--- src/design/bads_div.sv ---
// Restoring divider, one quotient bit per cycle.
// Depends on nothing but its parameters.
`timescale 1ns / 1ps

module bads_div #(
  parameter int NW = 28,
  parameter int QW = 11
) (
  input  logic          clk,
  input  logic          rst,
  input  logic          start,
  input  logic [NW-1:0] num,
  input  logic [NW-1:0] den,
  output logic          done,
  output logic [QW-1:0] quo
);

  localparam int CNT_W = $clog2(QW + 1);

  logic [NW-1:0]    rem;
  logic [NW+QW-1:0] den_sh;
  logic [CNT_W-1:0] cnt;
  logic             busy;
  logic             fits;

  assign fits = ({{QW{1'b0}}, rem} >= den_sh);

  // Control: step counter and completion pulse.
  always_ff @(posedge clk) begin
    if (rst) begin
      busy <= 1'b0;
      cnt  <= '0;
      done <= 1'b0;
    end else begin
      done <= 1'b0;
      if (start) begin
        busy <= 1'b1;
        cnt  <= CNT_W'(QW);
      end else if (busy) begin
        cnt <= cnt - 1'b1;
        if (cnt == CNT_W'(1)) begin
          busy <= 1'b0;
          done <= 1'b1;
        end
      end
    end
  end

  // Datapath: compare, subtract and shift in one quotient bit.
  always_ff @(posedge clk) begin
    if (start) begin
      rem    <= num;
      den_sh <= (NW + QW)'(den) << (QW - 1);
      quo    <= '0;
    end else if (busy) begin
      if (fits) begin
        rem <= rem - NW'(den_sh);
      end
      den_sh <= den_sh >> 1;
      quo    <= {quo[QW-2:0], fits};
    end
  end

endmodule

--- config.mk ---
export PLATFORM = sky130hd
export DESIGN_NAME = bads_div
export DESIGN_NICKNAME = d
export VERILOG_FILES = /design/src/design/bads_div.sv
export SDC_FILE = /design/constraint.sdc
export NUM_CORES = 1
export LEC_CHECK = 0
export BUFFER_PORTS_ARGS = -buffer_cell sky130_fd_sc_hd__buf_2
export CORE_UTILIZATION = 40
export DETAILED_ROUTE_END_ITERATION = 10
export GPL_TIMING_DRIVEN = 0
export PLACE_DENSITY = 0.67
export SETUP_SLACK_MARGIN = 0.3
export SYNTH_ARGS = -nofsm -noshare
export SYNTH_HDL_FRONTEND = slang
export SYNTH_SLANG_ARGS = --single-unit
--- constraint.sdc ---
create_clock -name clk -period 3.32 [get_ports clk]
set_clock_uncertainty 0.05 [all_clocks]
set_input_delay 0.664 -clock clk [delete_from_list [all_inputs] [get_ports clk]]
set_output_delay 0.664 -clock clk [all_outputs]
set_load 0.005 [all_outputs]
==> summary.txt <==
Synth
  • Cell count after synthesis: between 500 and 600
  • Register area share after synthesis: 0.4399
  • Synth unique cells: 66
  • Yosys reg bits: 83
  • Synthesized area: 5051 µm²
  • Synth Flop Type: edfxtp_1
  • Mean Syn Cell Area: roughly 9.6 µm²
  • Post-synthesis net count: roughly 610
  • Synth warnings: 0
  • EDFF count, synth: 56
  • Async set-reset flop share out of synthesis: 0

STA
  • RSZ-0062 raised after global routing: yes
  • Max Clock Freq: roughly 0.34 GHz
  • Final Hold Viols: 0
  • Worst Max-Slew Pin Slew: between 0.8 and 0.9 ns
  • Hold slack: 0.4521 ns
  • Post-layout minimum cycle time: approximately 2.9 ns
  • Fin. max-slew vios: 0
  • Max_slew headroom: 0.4054
  • Final worst setup slack: 0.3815 ns
  • Crit share post-route: 0.8851
  • Setup Viol. Count Final: 0

Detailed routing
  • Highest routed metal layer: met4
  • Drt pass-1 iters: 5
  • Via-to-Cell Ratio: between 5 and 6
  • Post-Route WL: about 13,000 µm
  • Met2 WL: between 6000 and 7000 µm
  • DRT iter0 DRCs: approximately 270
  • Met1 WL: between 5000 and 6000 µm
  • Routed wire length per instance: between 15 and 20 µm
  • Routed via count: between 4,000 and 5,000
  • Met3 wire length: ~900 µm
  • Antenna viol nets, final: 0
  • Post-detailed-route DRC marker count: 0

Global routing
  • Initial antenna violation count: 0
  • Total track usage: 0.2061
  • Largest net degree at the start of global routing: 29
  • Gr ovfl total: 0
  • First-pass GRT wire length: around 20,000 µm
  • Vias in the first global route: ~4,000

Floorplanning
  • DIE HEIGHT: 114.4 µm
  • Row count: 40
  • Starting Density: 0.4153
  • Die width: ~110 µm
  • # IOs: 71
  • Full die area: 13,080 µm²
  • Core area: roughly 12,000 µm²

Setup path
  • Worst-path fanout max: 14
  • Req. time, crit path: approximately 3.3 ns
  • CP endpoint kind: flip-flop
  • R2R Setup Slk: 0.38 ns
  • Setup CP Type: flip-flop to flip-flop
  • Critical path arrival: 2.92 ns
  • Slowest stage cell, crit path: o221ai_4
  • Worst Setup EP: rem[6]
  • Critical Path, Cell by Cell: inv_1 > ha_1 > fa_1 > and2b_1 > o2111ai_2 > a31oi_1 > nor3_2 > o21ai_2 > o221ai_4 > nand2_8
  • Reg2reg end: rem[6]
  • Max incr delay on CP: 0.40 ns
  • Reg-to-reg startpoint: rem[0]
  • Crit start category: flip-flop
  • Reg2Reg Depth: 10
  • CP startpoint: rem[0]

Clock network
  • Num Clock Sinks: a little over 80
  • Maximum clock path buffer count: 2
  • CTS Buf Count: 9
  • Clock Latency Late Sink: between 0.3 and 0.4 ns
  • Clk root buf: clkbuf_16
  • Htree depth: 3
  • TritonCTS clock tree: done
  • Clk pin slew, worst setup/hold paths: roughly 0.07 ns

Pwr
  • Net Sw Power: approximately 1.1 mW
  • Pwr Total: approximately 3.2 mW
  • PD cells: 539.0 nW/µm²
  • Int Pwr: 2.153 mW
  • Peak VDD IR: between 0.3 and 0.4 mV
  • Sw Share: 0.3298
  • P_leak: around 2.4 nW
  • Sequential power share: 0.394
  • Combinational Power Share: 0.312
  • Clk pwr share: 0.294

Layout
  • Share of cells above drive strength 1: 0.1925
  • Final Core Density: 0.4900
  • Register area: roughly 2200 µm²
  • Fillcell total: 1,162
  • N_diodes: 0
  • Area occupied by multi-input gates: 2606 µm²
  • Final nets: ~700
  • Area Growth Syn to Fin: 17.98%
  • Most frequent cells in the layout: 72 x buf_2, 69 x nand2_1, 56 x edfxtp_1
  • Commonest non-fill, non-tap cell in the layout: buf_2

Hold path
  • Hold WC Path Type: flip-flop to flip-flop
  • Worst Hold Path Cells: 2

Outcome
  • Outcome: completed

Placed design
  • Post-place setup slack: -0.4264 ns
  • Gp weighted congestion: 0.8467
  • IO buf count: 70
  • Post-detailed-placement half-perimeter wirelength: approximately 9500 µm

Flow run
  • Max-cap viol count: 0
[registers in the layout, summed over array words and instances, names as in the netlist]
signal  count
rem        28
done        1
quo        11
busy        1
cnt         4
den_sh     38
[per-layer routing]
metal | vias to the layer above | GRT usage
met4 | 0 | 0.08485
met2 | 144 | 0.3273
met5 | - | 0
met3 | 12 | 0.03970
li1 | 2046 | -
met1 | 1966 | 0.2758
[Yosys cell counts, drive strengths merged, types with 3 or more instances]
cell type,instances,share of area
a21o,7,0.010
a21oi,25,0.025
a22o,16,0.028
a31oi,5,0.0092
buf,9,0.012
clkbuf,17,0.013
dfxtp,27,0.11
edfxtp,56,0.33
ha,30,0.074
inv,43,0.032
mux2i,20,0.040
nand2,70,0.052
nand2b,5,0.0062
nand3,6,0.0084
nand4,8,0.0099
nor2,37,0.027
nor2b,3,0.0052
nor3,7,0.010
nor3b,3,0.0045
nor4b,5,0.0087
o21a,4,0.0059
o21ai,54,0.054
o21bai,3,0.0052
o31ai,4,0.011
xnor2,16,0.028
xor2,8,0.014
[worst min-delay path by stage]
| stage | startpoint | to | slack, ns |
|---|---|---|---|
| 5_1_grt | quo[10] | quo[10] | 0.48 |
| 3_5_place_dp | quo[10] | quo[10] | 0.45 |
| 2_1_floorplan | den_sh[0] | den_sh[0] | 0.41 |
| 6_report | quo[0] | quo[0] | 0.45 |
| 4_1_cts | quo[10] | quo[10] | 0.46 |
| 3_3_place_gp | quo[10] | quo[10] | 0.42 |
[logic make-up (layout without fill, tap and decap cells)]
logic type | after synthesis | count (layout) | synth area share
adder cells (fa/ha/maj) | 31 | 31 | 0.07828
flip-flops | 83 | 83 | 0.4399
multiplexers | 20 | 20 | 0.03963
buffers and inverters | 69 | 157 | 0.05697
AO/OA/AOI/OAI | 137 | 137 | 0.1880
AND/OR/NAND/NOR | 160 | 161 | 0.1556
XOR/XNOR | 24 | 24 | 0.04161
[power by group through the flow]
stage          clock, mW  combinational (mW)  sequential (mW)
6_report           0.943                1.00             1.27
5_1_grt             1.00                1.11             1.28
4_1_cts            0.954               0.968             1.27
3_5_place_dp           0               0.960             1.29
3_3_place_gp           0               0.934             1.29
2_1_floorplan          0               0.741             1.27
[what timing repair did]
item,4_1_cts,5_1_grt
pin swaps,0,3
setup buffers,0,2
resized for setup,3,6
hold buffers,0,0
gates cloned,0,1
endpoints found under the setup margin,28,32
[final cells by class]
| class | count | area share |
|---|---|---|
| timing repair buffer | 72 | 0.06131 |
| sequential | 83 | 0.3729 |
| multi-input combinational | 373 | 0.4373 |
| buffer | 26 | 0.02121 |
| tap | 168 | 0.03527 |
| inverter | 43 | 0.02708 |
| clock buffer | 10 | 0.03842 |
| clock inverter | 6 | 0.006508 |
[through the flow]
stage                     cells  TNS (ns)  cell area [µm²]
after floorplan             524         0             5051
after global placement      762    -9.305             5612
after detailed placement    762    -11.89             5612
after CTS                   778         0             5896
after global routing        781         0             5959
final                       781         0             5959
[critical path: cells and delay by family, from the launching register on]
family | cells | cell delay (ns)
AO/OA/AOI/OAI | 4 | 0.94
buffers and inverters | 1 | 0.08
adder cells (fa/ha/maj) | 2 | 0.46
flip-flops | 1 | 0.36
AND/OR/NAND/NOR | 3 | 0.72
No activity file was read; power rests on OpenSTA's default activity.
